[src/lfbp_pkg.sv]
// Package: shared constants, types and control/status structs of the bit packer.
`timescale 1ns / 1ps
package lfbp_pkg;

  localparam int VALUE_BITS     = 32;  // low field bits taken from the value
  localparam int MAX_FIELD_BITS = 64;  // widest field one put may write
  localparam int IN_VALUE_W     = 32;
  localparam int BIT_COUNT_W    = 7;
  localparam int BYTE_W         = 8;
  localparam int PEND_CNT_W     = 3;

  localparam int ACC_W      = MAX_FIELD_BITS + BYTE_W;
  localparam int WIDTH_W    = $clog2(MAX_FIELD_BITS + 1);
  localparam int TOTAL_W    = $clog2(MAX_FIELD_BITS + BYTE_W);
  localparam int BYTE_CNT_W = TOTAL_W - PEND_CNT_W;

  localparam logic OP_PUT     = 1'b0;
  localparam logic OP_DISCARD = 1'b1;

  typedef enum logic [1:0] {
    S_IDLE = 2'b01,
    S_EMIT = 2'b10
  } lfbp_state_t;

  typedef struct packed {
    logic load;
    logic discard;
    logic emit;
  } lfbp_cmd_t;

  typedef struct packed {
    logic is_discard;
    logic no_bytes;
    logic last_byte;
  } lfbp_status_t;

endpackage

[src/lfbp_if.sv]
// Interfaces: input item channel and output byte channel.
`timescale 1ns / 1ps
interface lfbp_in_if;
  logic                             valid;
  logic                             ready;
  logic                             operation;
  logic [lfbp_pkg::IN_VALUE_W-1:0]  value;
  logic                             is_signed;
  logic [lfbp_pkg::BIT_COUNT_W-1:0] bit_count;

  modport source (output valid, operation, value, is_signed, bit_count, input ready);
  modport sink   (input valid, operation, value, is_signed, bit_count, output ready);
endinterface

interface lfbp_out_if;
  logic                        valid;
  logic                        ready;
  logic [lfbp_pkg::BYTE_W-1:0] out_byte;
  logic                        last;

  modport source (output valid, out_byte, last, input ready);
  modport sink   (input valid, out_byte, last, output ready);
endinterface

[src/lfbp_ctrl.sv]
// Controller: accept/emit sequencing and output valid flag.
`timescale 1ns / 1ps
module lfbp_ctrl (
  input  logic                   clk,
  input  logic                   rst_n,
  input  logic                   in_valid,
  output logic                   in_ready,
  output logic                   out_valid,
  input  logic                   out_ready,
  input  lfbp_pkg::lfbp_status_t status,
  output lfbp_pkg::lfbp_cmd_t    cmd
);

  lfbp_pkg::lfbp_state_t state_r, state_nxt;
  logic out_valid_r, out_valid_nxt;
  logic accept;
  logic slot_free;

  assign in_ready  = (state_r == lfbp_pkg::S_IDLE);
  assign accept    = in_valid && in_ready;
  assign slot_free = !out_valid_r || out_ready;
  assign out_valid = out_valid_r;

  always_comb begin
    cmd.load    = accept && !status.is_discard;
    cmd.discard = accept && status.is_discard;
    cmd.emit    = (state_r == lfbp_pkg::S_EMIT) && slot_free;
  end

  always_comb begin
    state_nxt = state_r;
    unique case (state_r)
      lfbp_pkg::S_IDLE: begin
        if (cmd.load && !status.no_bytes) state_nxt = lfbp_pkg::S_EMIT;
      end
      lfbp_pkg::S_EMIT: begin
        if (cmd.emit && status.last_byte) state_nxt = lfbp_pkg::S_IDLE;
      end
      default: state_nxt = lfbp_pkg::S_IDLE;
    endcase
  end

  always_comb begin
    out_valid_nxt = out_valid_r;
    if (cmd.emit) out_valid_nxt = 1'b1;
    else if (out_ready) out_valid_nxt = 1'b0;
  end

  always_ff @(posedge clk) begin
    if (!rst_n) begin
      state_r     <= lfbp_pkg::S_IDLE;
      out_valid_r <= 1'b0;
    end else begin
      state_r     <= state_nxt;
      out_valid_r <= out_valid_nxt;
    end
  end

endmodule

[src/lfbp_dp.sv]
// Datapath: field build, bit accumulator, byte counter and output register.
`timescale 1ns / 1ps
module lfbp_dp (
  input  logic                              clk,
  input  logic                              rst_n,
  input  logic                              in_operation,
  input  logic [lfbp_pkg::IN_VALUE_W-1:0]   in_value,
  input  logic                              in_is_signed,
  input  logic [lfbp_pkg::BIT_COUNT_W-1:0]  in_bit_count,
  input  lfbp_pkg::lfbp_cmd_t               cmd,
  output lfbp_pkg::lfbp_status_t            status,
  output logic [lfbp_pkg::BYTE_W-1:0]       out_byte,
  output logic                              out_last
);

  logic [lfbp_pkg::ACC_W-1:0]      acc_r, acc_nxt;
  logic [lfbp_pkg::PEND_CNT_W-1:0] pend_cnt_r, pend_cnt_nxt;
  logic [lfbp_pkg::BYTE_CNT_W-1:0] bytes_r, bytes_nxt;
  logic [lfbp_pkg::BYTE_W-1:0]     out_byte_r;
  logic                            out_last_r;

  logic [lfbp_pkg::WIDTH_W-1:0]        width_c;
  logic                                sign_bit;
  logic                                fill;
  logic [lfbp_pkg::MAX_FIELD_BITS-1:0] field;
  logic [lfbp_pkg::TOTAL_W-1:0]        total;

  // clamp the requested width
  always_comb begin
    if (32'(in_bit_count) > 32'(lfbp_pkg::MAX_FIELD_BITS))
      width_c = lfbp_pkg::WIDTH_W'(lfbp_pkg::MAX_FIELD_BITS);
    else
      width_c = lfbp_pkg::WIDTH_W'(in_bit_count);
  end

  always_comb begin
    if (lfbp_pkg::VALUE_BITS <= lfbp_pkg::IN_VALUE_W)
      sign_bit = in_value[(lfbp_pkg::VALUE_BITS - 1) % lfbp_pkg::IN_VALUE_W];
    else
      sign_bit = 1'b0;
    fill = in_is_signed && sign_bit;
  end

  // per-bit field select: value bits, then sign fill, masked to width
  always_comb begin
    for (int i = 0; i < lfbp_pkg::MAX_FIELD_BITS; i++) begin
      if (i >= int'(width_c))
        field[i] = 1'b0;
      else if (i >= lfbp_pkg::VALUE_BITS)
        field[i] = fill;
      else if (i >= lfbp_pkg::IN_VALUE_W)
        field[i] = 1'b0;
      else
        field[i] = in_value[i % lfbp_pkg::IN_VALUE_W];
    end
  end

  assign total = lfbp_pkg::TOTAL_W'(pend_cnt_r) + lfbp_pkg::TOTAL_W'(width_c);

  always_comb begin
    status.is_discard = (in_operation == lfbp_pkg::OP_DISCARD);
    status.no_bytes   = (total[lfbp_pkg::TOTAL_W-1:lfbp_pkg::PEND_CNT_W] == '0);
    status.last_byte  = (bytes_r == lfbp_pkg::BYTE_CNT_W'(1));
  end

  always_comb begin
    acc_nxt      = acc_r;
    pend_cnt_nxt = pend_cnt_r;
    bytes_nxt    = bytes_r;
    priority if (cmd.discard) begin
      acc_nxt      = '0;
      pend_cnt_nxt = '0;
    end else if (cmd.load) begin
      // new field lands just above the pending bits
      acc_nxt      = (lfbp_pkg::ACC_W'(field) << pend_cnt_r)
                   | lfbp_pkg::ACC_W'(acc_r[lfbp_pkg::BYTE_W-1:0]);
      pend_cnt_nxt = total[lfbp_pkg::PEND_CNT_W-1:0];
      bytes_nxt    = total[lfbp_pkg::TOTAL_W-1:lfbp_pkg::PEND_CNT_W];
    end else if (cmd.emit) begin
      acc_nxt   = acc_r >> lfbp_pkg::BYTE_W;
      bytes_nxt = bytes_r - lfbp_pkg::BYTE_CNT_W'(1);
    end
  end

  always_ff @(posedge clk) begin
    if (!rst_n) begin
      acc_r      <= '0;
      pend_cnt_r <= '0;
      bytes_r    <= '0;
    end else begin
      acc_r      <= acc_nxt;
      pend_cnt_r <= pend_cnt_nxt;
      bytes_r    <= bytes_nxt;
    end
  end

  always_ff @(posedge clk) begin
    if (cmd.emit) begin
      out_byte_r <= acc_r[lfbp_pkg::BYTE_W-1:0];
      out_last_r <= status.last_byte;
    end
  end

  assign out_byte = out_byte_r;
  assign out_last = out_last_r;

endmodule

[src/lsb_first_bit_packer.sv]
// Top level: LSB-first variable-width bit packer.
//
//   channel | dir | payload                                  | transfer when
//   in_ch   | in  | operation, value, is_signed, bit_count    | valid && ready
//   out_ch  | out | out_byte, last                           | valid && ready
//
// A put that completes N bytes (0..8) emits them one per cycle while
// out_ch is ready, through the single 8-bit output register fed from
// the accumulator's low byte; no new item is taken until its last byte
// is emitted. A put that completes no byte leaves in_ch.ready high.
// Reset (rst_n low, synchronous) clears the pending bits and output valid.
// in_ch.ready is high whenever no bytes of an earlier item remain to be
// emitted; a stalled out_ch holds the byte and pauses emission.
`timescale 1ns / 1ps
module lsb_first_bit_packer (
  input logic        clk,
  input logic        rst_n,
  lfbp_in_if.sink    in_ch,
  lfbp_out_if.source out_ch
);

  lfbp_pkg::lfbp_cmd_t    cmd;
  lfbp_pkg::lfbp_status_t status;

  // sequencing: idle/emit state, output valid flag
  lfbp_ctrl u_ctrl (
    .clk       (clk),
    .rst_n     (rst_n),
    .in_valid  (in_ch.valid),
    .in_ready  (in_ch.ready),
    .out_valid (out_ch.valid),
    .out_ready (out_ch.ready),
    .status    (status),
    .cmd       (cmd)
  );

  // bit accumulator holds pending bits in its low byte between items
  lfbp_dp u_dp (
    .clk          (clk),
    .rst_n        (rst_n),
    .in_operation (in_ch.operation),
    .in_value     (in_ch.value),
    .in_is_signed (in_ch.is_signed),
    .in_bit_count (in_ch.bit_count),
    .cmd          (cmd),
    .status       (status),
    .out_byte     (out_ch.out_byte),
    .out_last     (out_ch.last)
  );

endmodule

[src/flat_wrapper.sv]
// flat-port wrapper written by rule: the top's interface ports become plain ports
module lsb_first_bit_packer_flat 
  (clk, rst_n, in_ch_valid, in_ch_operation, in_ch_value, in_ch_is_signed, in_ch_bit_count, in_ch_ready, out_ch_valid, out_ch_out_byte, out_ch_last, out_ch_ready);
  lfbp_in_if in_ch_i ();
  lfbp_out_if out_ch_i ();
  input logic clk;
  input logic rst_n;
  input wire logic [$bits(in_ch_i.valid)-1:0] in_ch_valid;
  input wire logic [$bits(in_ch_i.operation)-1:0] in_ch_operation;
  input wire logic [$bits(in_ch_i.value)-1:0] in_ch_value;
  input wire logic [$bits(in_ch_i.is_signed)-1:0] in_ch_is_signed;
  input wire logic [$bits(in_ch_i.bit_count)-1:0] in_ch_bit_count;
  output wire logic [$bits(in_ch_i.ready)-1:0] in_ch_ready;
  output wire logic [$bits(out_ch_i.valid)-1:0] out_ch_valid;
  output wire logic [$bits(out_ch_i.out_byte)-1:0] out_ch_out_byte;
  output wire logic [$bits(out_ch_i.last)-1:0] out_ch_last;
  input wire logic [$bits(out_ch_i.ready)-1:0] out_ch_ready;
  assign in_ch_i.valid = in_ch_valid;
  assign in_ch_i.operation = in_ch_operation;
  assign in_ch_i.value = in_ch_value;
  assign in_ch_i.is_signed = in_ch_is_signed;
  assign in_ch_i.bit_count = in_ch_bit_count;
  assign in_ch_ready = in_ch_i.ready;
  assign out_ch_valid = out_ch_i.valid;
  assign out_ch_out_byte = out_ch_i.out_byte;
  assign out_ch_last = out_ch_i.last;
  assign out_ch_i.ready = out_ch_ready;
  lsb_first_bit_packer u_core (.clk(clk), .rst_n(rst_n), .in_ch(in_ch_i), .out_ch(out_ch_i));
endmodule
[config.mk]
export PLATFORM = sky130hd
export DESIGN_NAME = lsb_first_bit_packer_flat
export DESIGN_NICKNAME = d
export VERILOG_FILES = /design/src/lfbp_pkg.sv /design/src/lfbp_if.sv /design/src/lfbp_ctrl.sv /design/src/lfbp_dp.sv /design/src/lsb_first_bit_packer.sv /design/src/flat_wrapper.sv
export SDC_FILE = /design/constraint.sdc
export NUM_CORES = 1
export LEC_CHECK = 0
export ABC_CLOCK_PERIOD_IN_PS = 4200
export CAP_MARGIN = 20
export CELL_PAD_IN_SITES_DETAIL_PLACEMENT = 1
export CELL_PAD_IN_SITES_GLOBAL_PLACEMENT = 2
export CORE_MARGIN = 1.5
export CORE_UTILIZATION = 42
export CTS_BUF_LIST = sky130_fd_sc_hd__clkbuf_2
export DETAILED_ROUTE_END_ITERATION = 8
export DONT_BUFFER_PORTS = 1
export PLACE_DENSITY_LB_ADDON = 0.25
export SYNTH_ARGS = -nofsm -noshare
export SYNTH_HDL_FRONTEND = slang
export SYNTH_SLANG_ARGS = --single-unit
[constraint.sdc]
create_clock -name clk -period 4.2 [get_ports clk]
set_clock_uncertainty 0.2 [all_clocks]
set_input_delay 0.42 -clock clk [delete_from_list [all_inputs] [get_ports clk]]
set_output_delay 0.42 -clock clk [all_outputs]
set_load 0.005 [all_outputs]
# Word-level counts from Yosys, hierarchy flattened
# Cells that the tools add are included.
[totals]
regBits = 91
in_bits = 45
wordCells = 174
[op_classes]
addsub = 2
order_cmp = 65
n_eq_ne = 5
shift = 1
muxes = 74
bitwise_logic = 3
n_reduce_logical = 17
[op_table]
columns = ["operator", "n"]
rows = [
  [">= comparator 6 x 7 -> 1 bit, first input constant", 32],
  ["2-to-1 mux 72 bit", 2],
  [">= comparator 5 x 7 -> 1 bit, first input constant", 16],
  ["bitwise OR 72 x 8 -> 72 bit", 1],
  ["<< shifter 64 x 3 -> 72 bit", 1],
  ["2-to-1 mux 1 bit", 66],
  [">= comparator 4 x 7 -> 1 bit, first input constant", 8],
  [">= comparator 3 x 7 -> 1 bit, first input constant", 4],
  [">= comparator 1 x 7 -> 1 bit, first input constant", 2],
  [">= comparator 2 x 7 -> 1 bit, first input constant", 2],
  ["2-to-1 mux 4 bit", 2],
  ["adder 3 x 7 -> 7 bit", 1],
  ["greater-than comparator 7 bit, second input constant", 1],
  ["logical AND 1 bit", 7],
  ["2-to-1 mux 7 bit", 1],
  ["== test 4 x 1 -> 1 bit, second input constant", 1],
  ["logical NOT 4 bit", 1],
  ["2-to-1 mux 2 bit", 2],
  ["!= test 2 x 1 -> 1 bit, second input constant", 2],
  ["one-hot mux 2 bit (2 select lines)", 1],
  ["AND reduction 2 bit", 2],
  ["nonzero test 2 bit", 2],
  ["subtractor 4 x 1 -> 4 bit, second input constant", 1],
  ["logical NOT 1 bit", 3],
  ["other kinds (5)", 6],
]

# Longest topological paths before layout
# Gate-level depths: netlist (run 1).
[depth]
word_depth = 8
mapped_depth = 14

# Hierarchy
# From an unflattened synthesis (run 1), not the netlist that was laid out.
[unflattened]
hier_cells = 887
hier_area_um2 = 7178.1
[modules_own_cells]
columns = ["module", "n_inst", "cells_each", "area_each_um2"]
rows = [
  ["lfbp_dp", 1, 871, 7030.5],
  ["lfbp_ctrl", 1, 16, 147.6],
]

# Worst setup path before layout (run 1)
# Ideal clock, no wire load.
[synth_timing]
kind = "input to register"
start = "in in_ch_bit_count[6]"
end = "reg u_core.u_ctrl.state_r[1]"
setup_ns = 0.120
arrival_ns = 2.596
setup_slack_ns = 1.284
path_stages = 14
path_cell_list = "buf_2 buf_2 buf_2 buf_2 nor2b_1 ha_1 inv_1 fa_1 nor2b_1 o21ai_0 xor2_1 nor2_1 o21a_1 o31a_1"
[synth_via]
elab_chain_cells = 8
[synth_lines]
columns = ["item", "line", "text"]
rows = [
  ["from (decl)", "flat_wrapper.sv:12", "input wire logic [$bits(in_ch_i.bit_count)-1:0] in_ch_bit_count;"],
  ["greater-than comparator 7 bit", "lfbp_dp.sv:30", "if (32'(in_bit_count) > 32'(lfbp_pkg::MAX_FIELD_BITS))"],
  ["2-to-1 mux 7 bit *", "lfbp_dp.sv:30", ""],
  ["adder 3 x 7 -> 7 bit *", "lfbp_dp.sv:58", "assign total = lfbp_pkg::TOTAL_W'(pend_cnt_r) + lfbp_pkg::TOTAL_W'(width_c);"],
  ["logical NOT 4 bit *", "lfbp_dp.sv:62", "status.no_bytes = (total[lfbp_pkg::TOTAL_W-1:lfbp_pkg::PEND_CNT_W] == '0);"],
  ["logical NOT 1 bit *", "lfbp_ctrl.sv:34", "if (cmd.load && !status.no_bytes) state_nxt = lfbp_pkg::S_EMIT;"],
  ["logical AND 1 bit *", "lfbp_ctrl.sv:34", ""],
  ["!= test 2 x 1 -> 1 bit (no line) *", "-", ""],
  ["AND reduction 2 bit (no line) *", "-", ""],
  ["to (signal assigned)", "lfbp_ctrl.sv:51", "state_r <= lfbp_pkg::S_IDLE;"],
  ["to (signal assigned)", "lfbp_ctrl.sv:54", "state_r <= state_nxt;"],
  ["to (decl)", "lfbp_ctrl.sv:14", "lfbp_pkg::lfbp_state_t state_r, state_nxt;"],
]
# Mark *: on every way between the ends. The rest lies on a longest branch, timed or not.
# A chain may end at the register's enable or synchronous reset.

# Worst setup path in the final report (run 1)
[layout_timing]
start = "reg u_core.u_dp.pend_cnt_r[0] in the netlist's numbering"
end = "reg u_core.u_dp.bytes_r[2] in the netlist's numbering"
[layout_via]
elab_chain_cells = 2
[layout_lines]
columns = ["item", "line", "text"]
rows = [
  ["from (decl)", "lfbp_dp.sv:17", "logic [lfbp_pkg::PEND_CNT_W-1:0] pend_cnt_r, pend_cnt_nxt;"],
  ["from (signal assigned)", "lfbp_dp.sv:92", "pend_cnt_r <= pend_cnt_nxt;"],
  ["adder 3 x 7 -> 7 bit", "lfbp_dp.sv:58", ""],
  ["2-to-1 mux 4 bit", "lfbp_dp.sv:73", "end else if (cmd.load) begin"],
  ["to (signal assigned)", "lfbp_dp.sv:93", "bytes_r <= bytes_nxt;"],
  ["to (decl)", "lfbp_dp.sv:18", "logic [lfbp_pkg::BYTE_CNT_W-1:0] bytes_r, bytes_nxt;"],
]
# No other way between the ends.

==> results.json, run 1 <==
{
  "fmax_ghz": 0.307,
  "comb_power_share_pct": 25.7,
  "maxCapViolCount": 0,
  "drt-pass1-iter-count": 5,
  "viasPerCell": 6.74,
  "area_delta_synth_final_pct": 3.03,
  "cts.reportedPaths.clkPinSlew_ps": 280,
  "clock_sinks": 90,
  "layout_min_cycle_time_ps": 3260,
  "n_antenna_cell": 0,
  "setup_tns_ps": 0,
  "timing.rr.start": "u_core.u_dp.pend_cnt_r[0]$_SDFFE_PP0P_",
  "final_common_cell": "nand2_1",
  "wl_met3_um": 1200,
  "die_area_sq_um": 16500,
  "r2r_cells": 8,
  "ys_ff_latch": 90,
  "final_cells": 1035,
  "syn_area_sq_um": 6610,
  "reg2reg_to": "u_core.u_dp.bytes_r[2]$_SDFFE_PN0P_",
  "globalplace.congestion": 0.955,
  "fill_cells": 1924,
  "fin_nets": 870,
  "holdPathStages": 4,
  "cts_buffers": 9,
  "post-route-period-util_pct": 77.5,
  "status": "complete, no violations",
  "min_to": "u_core.u_dp.bytes_r[2]$_SDFFE_PN0P_",
  "rrSetupSlack_ps": 940,
  "layout_common_cells": "nand2_1, dfxtp_1, nor2_1",
  "total_leakage_power_nw": 2.37,
  "pwr_density_cell_nw_per_um2": 261,
  "clk_path_buf_depth": 2,
  "clock-root-buffer": "clkbuf_2",
  "cts_tree": "yes",
  "antenna_left": 0,
  "drive_gt1_share_pct": 7.04,
  "place_ws_ps": 1290,
  "async_flop_share_pct": 0,
  "dp_hpwl_um": 19200,
  "wl_per_cell_um": 25.9,
  "synth_warnings": 0,
  "required_ps": 4520,
  "finalMaxSlewViolations": 0,
  "worstSetupPathType": "reg2reg",
  "hold_start": "in_ch_bit_count[5]",
  "holdCritPathClass": "in2reg",
  "switchingPower_uw": 641,
  "insertion_delay_ps": 590,
  "htree_levels": 3,
  "die_h_um": 128,
  "ys.flop_type": "dfxtp_1",
  "seqCellArea_sq_um": 1890,
  "grt_usage_pct": 33.0,
  "start_util_pct": 43.3,
  "grt_pass1_wl_um": 41800,
  "swShare_pct": 36.1,
  "cp-end-kind": "flip-flop",
  "synth-edff-count": 9,
  "yosysSeqAreaShare_pct": 28.6,
  "post-cts-setup-buffers": 0,
  "drt_iter0_drc": 545,
  "std_cell_rows": 45,
  "die_w_um": 128,
  "power_mw": 1.78,
  "grt_max_degree": 67,
  "wl_met2_um": 13300,
  "ys_types": 79,
  "place_inst": 1011,
  "top_layer": "met4",
  "dr_total_vias": 6975,
  "ctsResizeCount": 0,
  "crit_path_max_fanout": 29,
  "crit_path_start_kind": "flip-flop",
  "vdd_drop_max_mv": 0.154,
  "syn_nets": 924,
  "synth_cells": 873,
  "clkPwrFrac_pct": 21.5,
  "io_pins": 56,
  "cp.arrival_ps": 3580,
  "met1_length_um": 11000,
  "wl_um": 26800,
  "grt_pass1_vias": 7081,
  "rsz0062_at_grt": "no",
  "fin_ws_ps": 945,
  "internal-power_mw": 1.14,
  "worst_pin_slew_ps": 1080,
  "syn_area_per_cell_sq_um": 7.57,
  "io_buffers": 0,
  "drc": 0,
  "cts_hold_buf": 8,
  "pwr-share-seq_pct": 52.8,
  "grt_overflow": 0,
  "antenna_found_initial": 0,
  "multiInputGateArea_sq_um": 4310,
  "finalHoldViolCount": 0,
  "slew_headroom_pct": 27.6,
  "setup_viol": 0,
  "core_area_sq_um": 15300
}
[synth_stat cells (5+ instances only)]
cell type | number | area, sq um
a32oi_1 | 6 | 52.6
a21oi_1 | 56 | 280
and2_1 | 8 | 50.1
or2_2 | 7 | 43.8
nand3_1 | 25 | 125
nor2b_1 | 7 | 43.8
o21ai_0 | 61 | 305
or3_1 | 8 | 50.1
nor3_1 | 19 | 95.1
nand2_1 | 101 | 379
buf_2 | 24 | 120
nand2b_1 | 7 | 43.8
a21o_1 | 6 | 45.0
o311ai_0 | 6 | 52.6
edfxtp_1 | 9 | 270
and3_1 | 9 | 56.3
a311oi_1 | 6 | 52.6
a31oi_1 | 19 | 119
dfxtp_1 | 81 | 1620
inv_1 | 17 | 63.8
o211ai_1 | 12 | 90.1
buf_1 | 8 | 30.0
mux2i_1 | 52 | 521
ha_1 | 5 | 62.6
a2bb2oi_1 | 7 | 61.3
o32ai_1 | 7 | 61.3
o22ai_1 | 23 | 144
nand4_1 | 7 | 43.8
a211oi_1 | 19 | 143
o221ai_1 | 8 | 70.1
o31ai_1 | 15 | 113
o21a_1 | 9 | 67.6
mux2_2 | 8 | 90.1
clkbuf_1 | 53 | 199
nor2_1 | 72 | 270
a221o_1 | 8 | 80.1
[per-stage QoR]
step / area, sq um / utilization [%] / hold WS [ps]
4_1_cts: 6810 / 44.6 / 13.0
2_1_floorplan: 6610 / - / 208
3_5_place_dp: 6640 / 43.5 / 218
6_report: 6810 / 44.6 / 49.1
3_3_place_gp: 6640 / 43.5 / 216
5_1_grt: 6810 / 44.6 / 16.0
[power by group through the flow]
stage | clock network [mW] | logic (mW) | registers [mW]
3_5_place_dp | 0 | 0.441 | 0.954
3_3_place_gp | 0 | 0.433 | 0.952
2_1_floorplan | 0 | 0.330 | 0.940
6_report | 0.383 | 0.457 | 0.938
5_1_grt | 0.426 | 0.490 | 0.943
4_1_cts | 0.391 | 0.450 | 0.937
[layer usage]
| metal | GRT usage, % | up-vias |
|---|---|---|
| met5 | 0 | - |
| met4 | 15.5 | 0 |
| met3 | 4.53 | 70 |
| met2 | 57.8 | 243 |
| met1 | 40.1 | 3478 |
| li1 | - | 3184 |
[logic make-up (layout without fill, tap and decap cells)]
family,count (synthesis),in the layout,share of synthesized area (%)
fa+ha+maj,6,6,1.25
simple gates,298,298,21.8
flops,90,90,28.6
xor+xnor,3,3,0.398
buf+inv,104,55,6.48
mux,60,60,9.24
compound gates,312,312,32.2
[state kept, by name, summed over array words and instances (netlist names)]
name,count
u_core.u_dp.bytes_r,4
u_core.u_ctrl.out_valid,1
u_core.u_dp.out_byte,8
u_core.u_dp.pend_cnt_r,3
u_core.u_ctrl.state_r,2
u_core.u_dp.out_last,1
u_core.u_dp.acc_r,71
[worst max-delay path by stage]
stage	start	cells past startpoint	slack, ps	end
6_report	u_core.u_dp.pend_cnt_r[0]$_SDFFE_PP0P_	8	940	u_core.u_dp.bytes_r[2]$_SDFFE_PN0P_
5_1_grt	u_core.u_dp.pend_cnt_r[0]$_SDFFE_PP0P_	8	730	u_core.u_dp.bytes_r[2]$_SDFFE_PN0P_
4_1_cts	u_core.u_dp.pend_cnt_r[0]$_SDFFE_PP0P_	8	980	u_core.u_dp.bytes_r[2]$_SDFFE_PN0P_
3_5_place_dp	in_ch_bit_count[6]	5	1290	u_core.u_dp.acc_r[2]$_SDFFE_PP0P_
3_3_place_gp	in_ch_bit_count[6]	5	1310	u_core.u_dp.acc_r[2]$_SDFFE_PP0P_
2_1_floorplan	in_ch_bit_count[6]	14	1280	u_core.u_ctrl.state_r[1]$_SDFFE_PN0P_
[critical path, stage by stage (launching register included)]
cell and delay [ps]:
dfxtp_2 730, ha_1 280, a21o_1 130, a21oi_1 110
or3_1 320, a211oi_1 460, dlygate4sd3_1 610, a21oi_1 40
nor4_1 300
[final cells by class]
cell class,count,area share (%)
Timing Repair Buffer,21,2.61
Tap cell,211,3.88
Inverter,18,0.993
Clock buffer,9,0.662
Clock inverter,7,0.644
Sequential cell,90,27.8
Multi-Input combinational cell,679,63.4
No activity file was read; power rests on OpenSTA's default activity.
==> inputs of run 2 (changes only) <==
--- a/config.mk
+++ b/config.mk
@@ -5,12 +5,12 @@
 export SDC_FILE = /design/constraint.sdc
 export NUM_CORES = 1
 export LEC_CHECK = 0
-export ABC_CLOCK_PERIOD_IN_PS = 4200
+export ABC_CLOCK_PERIOD_IN_PS = 3200
 export CAP_MARGIN = 20
 export CELL_PAD_IN_SITES_DETAIL_PLACEMENT = 1
 export CELL_PAD_IN_SITES_GLOBAL_PLACEMENT = 2
 export CORE_MARGIN = 1.5
-export CORE_UTILIZATION = 42
+export CORE_UTILIZATION = 39
 export CTS_BUF_LIST = sky130_fd_sc_hd__clkbuf_2
 export DETAILED_ROUTE_END_ITERATION = 8
 export DONT_BUFFER_PORTS = 1
==> constraint.sdc (replaced) <==
create_clock -name clk -period 3.2 [get_ports clk]
set_clock_uncertainty 0.2 [all_clocks]
set_input_delay 0.32 -clock clk [delete_from_list [all_inputs] [get_ports clk]]
set_output_delay 0.32 -clock clk [all_outputs]
set_load 0.005 [all_outputs]
==> run 2 against run 1 <==
  * Worst setup slack worse by 830 ps
  * Sequential share of layout area fell by 1.4 points
  * Sequential power rose by 31%
  * Register-to-register slack worse by 830 ps
  * Combinational power increased by 42%
  * Total power rose by 39%
  * Final area grew 5.3%
  * Fmax grew 5.5%
  * Routed wire length is 2.8% higher
==> results.json, run 2 (synthesis results as in run 1) <==
{
  "cts_buffers": 9,
  "fill_cells": 2103,
  "final_common_cell": "nand2_1",
  "cts_tree": "yes",
  "final_area_sq_um": 7160,
  "crit_path_start_kind": "flip-flop",
  "slowest_stage": "dlygate4sd3_1",
  "holdWs_ps": 24.1,
  "dp_hpwl_um": 19600,
  "clock-root-buffer": "clkbuf_2",
  "internal-power_mw": 1.60,
  "die_w_um": 133,
  "wl_um": 27600,
  "cp.arrival_ps": 3420,
  "multiInputGateArea_sq_um": 4310,
  "viasPerCell": 6.62,
  "status": "complete, no violations",
  "htree_levels": 3,
  "largest_reg_flops": 71,
  "seqCellArea_sq_um": 1900,
  "holdCritPathClass": "in2reg",
  "finalHoldViolCount": 0,
  "worst_pin_slew_ps": 1110,
  "io_buffers": 0,
  "critPathBufInv": 3,
  "worstSetupPathType": "reg2reg",
  "insertion_delay_ps": 600,
  "top_register": "u_core.u_dp.acc_r",
  "grt_pass1_wl_um": 42300,
  "grt_overflow": 0,
  "globalplace.congestion": 0.928,
  "rsz0062_at_grt": "yes",
  "clk_path_buf_depth": 2,
  "grt_max_degree": 47,
  "required_ps": 3540,
  "worstPathCellList": "buf_4 -> and3_1 -> o21a_1 -> a21oi_1 -> o21ai_0 -> dlygate4sd3_1 -> nand2_1 -> dlygate4sd3_1 -> a21oi_1",
  "dr_total_vias": 7167,
  "core_area_sq_um": 16600,
  "drt-pass1-iter-count": 7,
  "comb_power_share_pct": 26.1,
  "finalMaxSlewViolations": 0,
  "post-route-period-util_pct": 96.5,
  "cp-end-kind": "flip-flop",
  "cts.reportedPaths.clkPinSlew_ps": 270,
  "drc": 0,
  "antenna_found_initial": 1,
  "fmax_ghz": 0.324,
  "grt_usage_pct": 30.8,
  "die_area_sq_um": 17700,
  "swShare_pct": 35.6,
  "fin_nets": 907,
  "wl_per_cell_um": 25.5,
  "grt_pass1_vias": 6942,
  "dpl_cell_area_sq_um": 6810,
  "clock_sinks": 90,
  "clkPwrFrac_pct": 24.4,
  "switchingPower_uw": 881,
  "maxCapViolCount": 0,
  "max_stage_delay_ps": 610,
  "fin_ws_ps": 113,
  "total_leakage_power_nw": 2.56,
  "layout_min_cycle_time_ps": 3090,
  "die_h_um": 133,
  "layout_common_cells": "nand2_1, dfxtp_1, nor2_1",
  "area_delta_synth_final_pct": 8.45,
  "drt_iter0_drc": 716,
  "drive_gt1_share_pct": 9.64,
  "place_ws_ps": 274,
  "vdd_drop_max_mv": 0.210,
  "setup_viol": 0,
  "pwr-share-seq_pct": 49.5,
  "std_cell_rows": 47,
  "pwr_density_cell_nw_per_um2": 346,
  "slew_headroom_pct": 25.1,
  "setup_tns_ps": 0,
  "antenna_left": 0,
  "io_pins": 56,
  "crit_path_max_fanout": 15,
  "start_util_pct": 39.8,
  "crit_family": "buffers and inverters"
}
## run 2: routing by layer
metal	GRT usage [%]	share of wire, %	routed length [um]
met4	6.10	0.97	268
met3	3.65	6.6	1830
met5	0	0	0
met2	46.8	45	12300
met1	46.9	48	13100
## run 2: tightest hold or removal path, delay by kind of cell
| kind | cells | cell delay (ps) |
|---|---|---|
| compound gates | 1 | 70 |
| simple gates | 1 | 120 |
| fa+ha+maj | 1 | 180 |
| buf+inv | 1 | 120 |
## run 2: power by group through the flow
stage               sequential (mW)  clock, mW  combinational, mW
finish                         1.23      0.604              0.647
detailed placement             1.25          0              0.594
global placement               1.24          0              0.588
CTS                            1.22      0.610              0.624
global route                   1.23      0.646              0.691
floorplan                      1.23          0              0.434
## run 2: layout make-up
cell class,count,area share (%)
Timing Repair Buffer,58,6.88
Clock buffer,9,0.629
Inverter,18,0.943
Multi-Input combinational cell,679,60.2
Tap cell,220,3.84
Antenna cell,1,0.0349
Clock inverter,7,0.961
Sequential cell,90,26.5
## run 2: through the flow
step	util, %	power (mW)	cells
final	43.2	2.48	1082
after floorplan	-	1.67	873
after global placement	41.0	1.83	1042
after detailed placement	41.0	1.84	1042
after CTS	43.0	2.46	1079
after global routing	43.2	2.57	1082
## run 2: path summary, 6_finish.rpt
check	from	to	slack (ps)	depth (start not counted)
setup reg to reg	u_core.u_dp.pend_cnt_r[0]$_SDFFE_PP0P_	u_core.u_dp.acc_r[65]$_SDFFE_PP0P_	110	9
hold reg to reg	u_core.u_dp.acc_r[0]$_SDFFE_PP0P_	u_core.u_dp.out_byte[0]$_DFFE_PP_	280	0
setup / recovery	u_core.u_dp.pend_cnt_r[0]$_SDFFE_PP0P_	u_core.u_dp.acc_r[65]$_SDFFE_PP0P_	110	9
hold / removal	in_ch_bit_count[1]	u_core.u_dp.pend_cnt_r[1]$_SDFFE_PP0P_	20	4
## run 2: repair_timing
item	4_1_cts	5_1_grt
hold buffers	21	1
endpoints found under the hold margin	38	1
setup endpoints to repair	0	4
setup buffers	0	0
resized for setup	0	4
==> inputs of run 3 (changes only) <==
--- a/config.mk
+++ b/config.mk
@@ -5,15 +5,16 @@
 export SDC_FILE = /design/constraint.sdc
 export NUM_CORES = 1
 export LEC_CHECK = 0
-export ABC_CLOCK_PERIOD_IN_PS = 3200
+export ABC_CLOCK_PERIOD_IN_PS = 2580
 export CAP_MARGIN = 20
 export CELL_PAD_IN_SITES_DETAIL_PLACEMENT = 1
 export CELL_PAD_IN_SITES_GLOBAL_PLACEMENT = 2
 export CORE_MARGIN = 1.5
-export CORE_UTILIZATION = 39
+export CORE_UTILIZATION = 35
 export CTS_BUF_LIST = sky130_fd_sc_hd__clkbuf_2
 export DETAILED_ROUTE_END_ITERATION = 8
 export DONT_BUFFER_PORTS = 1
+export GPL_TIMING_DRIVEN = 0
 export PLACE_DENSITY_LB_ADDON = 0.25
 export SYNTH_ARGS = -nofsm -noshare
 export SYNTH_HDL_FRONTEND = slang
==> constraint.sdc (replaced) <==
create_clock -name clk -period 2.58 [get_ports clk]
set_clock_uncertainty 0.2 [all_clocks]
set_input_delay 0.258 -clock clk [delete_from_list [all_inputs] [get_ports clk]]
set_output_delay 0.258 -clock clk [all_outputs]
set_load 0.005 [all_outputs]
==> run 3 against run 2 <==
  * Final cell count up 5.6%
  * Utilization fell by 2.9 points
  * Total power is 37% higher
  * Sequential cell count unchanged
  * Sequential power is 24% higher
  * Hold slack better by 11 ps
  * Critical path depth unchanged
  * Non-clock buffer count up 47
  * Final area increased by 4.6%
  * Global-route usage grew 3.2 points
  * Largest power group unchanged
  * Highest routed layer unchanged
==> results.json, run 3 (synthesis results as in run 1) <==
{
  "globalplace.congestion": 0.944,
  "pwr_density_cell_nw_per_um2": 452,
  "final_common_cell": "nand2_1",
  "grt_usage_pct": 34.0,
  "crit_path_start_kind": "input port",
  "maxCapViolCount": 0,
  "largest_reg_flops": 71,
  "wl_um": 33600,
  "grt_overflow": 0,
  "drt_iter0_drc": 738,
  "io_pins": 56,
  "fill_cells": 2304,
  "place_ws_ps": -1020,
  "std_cell_rows": 50,
  "holdWs_ps": 35.3,
  "status": "complete, no violations",
  "holdPathStages": 4,
  "grt_max_degree": 19,
  "fin_util_pct": 40.3,
  "total_leakage_power_nw": 2.71,
  "finalHoldViolCount": 0,
  "post-route-period-util_pct": 99.7,
  "grt_pass1_wl_um": 50100,
  "rsz0062_at_grt": "yes",
  "dr_total_vias": 7696,
  "die_area_sq_um": 19700,
  "insertion_delay_ps": 620,
  "antenna_found_initial": 1,
  "cts_buffers": 9,
  "cts.reportedPaths.clkPinSlew_ps": 310,
  "finalMaxSlewViolations": 0,
  "cts_tree": "yes",
  "r2r_cells": 8,
  "slew_headroom_pct": 38.0,
  "required_ps": 2950,
  "antenna_left": 0,
  "drive_gt1_share_pct": 14.8,
  "layout_min_cycle_time_ps": 2570,
  "holdCritPathClass": "in2reg",
  "worst_pin_slew_ps": 922,
  "fin_ws_ps": 8.28,
  "area_delta_synth_final_pct": 13.5,
  "htree_levels": 3,
  "wl_per_cell_um": 29.4,
  "cp-end-kind": "flip-flop",
  "top_register": "u_core.u_dp.acc_r",
  "fmax_ghz": 0.389,
  "setup_viol": 0,
  "die_h_um": 140,
  "cp.arrival_ps": 2940,
  "drc": 0,
  "core_area_sq_um": 18600,
  "clock-root-buffer": "clkbuf_2",
  "dp_hpwl_um": 25900,
  "vdd_drop_max_mv": 0.161,
  "crit_path_max_fanout": 10,
  "start_util_pct": 35.5,
  "clk_path_buf_depth": 2,
  "io_buffers": 0,
  "viasPerCell": 6.73,
  "die_w_um": 140,
  "layout_common_cells": "nand2_1, dfxtp_1, nor2_1",
  "clock_sinks": 90,
  "grt_pass1_vias": 7625,
  "fin_nets": 954,
  "drt-pass1-iter-count": 5,
  "worstSetupPathType": "in2reg"
}
==> run 3: cell types whose count changed in the layout (fill, tap and decap cells not counted), sizes merged <==
| cell | before | now |
|---|---|---|
| clkinv | 3 | 0 |
| inv | 19 | 22 |
| dlygate4sd3 | 21 | 16 |
| dlymetal6s4s | 1 | 0 |
| clkinvlp | 2 | 1 |
| bufinv | 1 | 2 |
| buf | 36 | 35 |
| clkbuf | 9 | 63 |
==> run 3: stage by stage <==
stage / instances / setup TNS (ps) / power [mW] / instance area, sq um
6_report: 1143 / 0 / 3.39 / 7500
5_1_grt: 1143 / -93.8 / 3.49 / 7500
4_1_cts: 1140 / 0 / 3.34 / 7400
3_5_place_dp: 1107 / -21900 / 2.40 / 6920
3_3_place_gp: 1107 / -22200 / 2.39 / 6920
2_1_floorplan: 873 / 0 / 2.07 / 6630
==> run 3: worst paths after layout <==
check                                          from                             endpoint  slack [ps]
max                              in_ch_bit_count[6]  u_core.u_dp.bytes_r[2]$_SDFFE_PN0P_           8
min                                 in_ch_value[10]   u_core.u_dp.acc_r[15]$_SDFFE_PP0P_          40
max reg2reg  u_core.u_dp.pend_cnt_r[0]$_SDFFE_PP0P_   u_core.u_dp.acc_r[35]$_SDFFE_PP0P_          60
min reg2reg       u_core.u_dp.acc_r[4]$_SDFFE_PP0P_    u_core.u_dp.out_byte[4]$_DFFE_PP_         270
==> run 3: report_power, final <==
part / internal, mW / switching (mW) / leakage, nW / total, mW
combinational: 0.301 / 0.665 / 1.88 / 0.965
clock: 0.342 / 0.561 / 0.0870 / 0.903
sequential: 1.48 / 0.0426 / 0.745 / 1.52
total: 2.12 / 1.27 / 2.71 / 3.39
==> run 3: final cells by class <==
| cell class | count | area [sq um] | area share, % |
|---|---|---|---|
| multi-input cells | 679 | 4430 | 59.1 |
| flip-flops and latches | 90 | 1900 | 25.3 |
| plain buffers | 85 | 457 | 6.09 |
| well taps | 234 | 293 | 3.91 |
| repair buffers | 20 | 190 | 2.54 |
| clock inverters | 7 | 108 | 1.44 |
| inverters | 18 | 70.1 | 0.935 |
| clock buffers | 9 | 45.0 | 0.601 |
| diodes | 1 | 2.50 | 0.0334 |
==> run 3: what timing repair did <==
item | CTS | global route
hold buffers | 15 | 1
endpoints found under the setup margin | 73 | 53
pin swaps | 0 | 2
gates resized for setup | 62 | 41
setup buffers | 3 | 1
hold endpoints to repair | 30 | 3
==> run 3: per-layer routing <==
metal  wire, um  track usage, %  up-vias  part of all wire, %
met5          0               0        -                    0
li1           -               -     3352                    -
met1      14500            46.5     3803                   43
met3       2990            5.40       79                  8.9
met4       1070            12.0        0                  3.2
met2      15100            54.4      462                   45
==> run 3: critical path: stages <==
cell	delay, ps
buf_2	180
nand2b_1	470
inv_1	240
ha_1	380
a21oi_1	120
or3_1	340
a211oi_2	550
a21oi_1	110
nor4_1	280
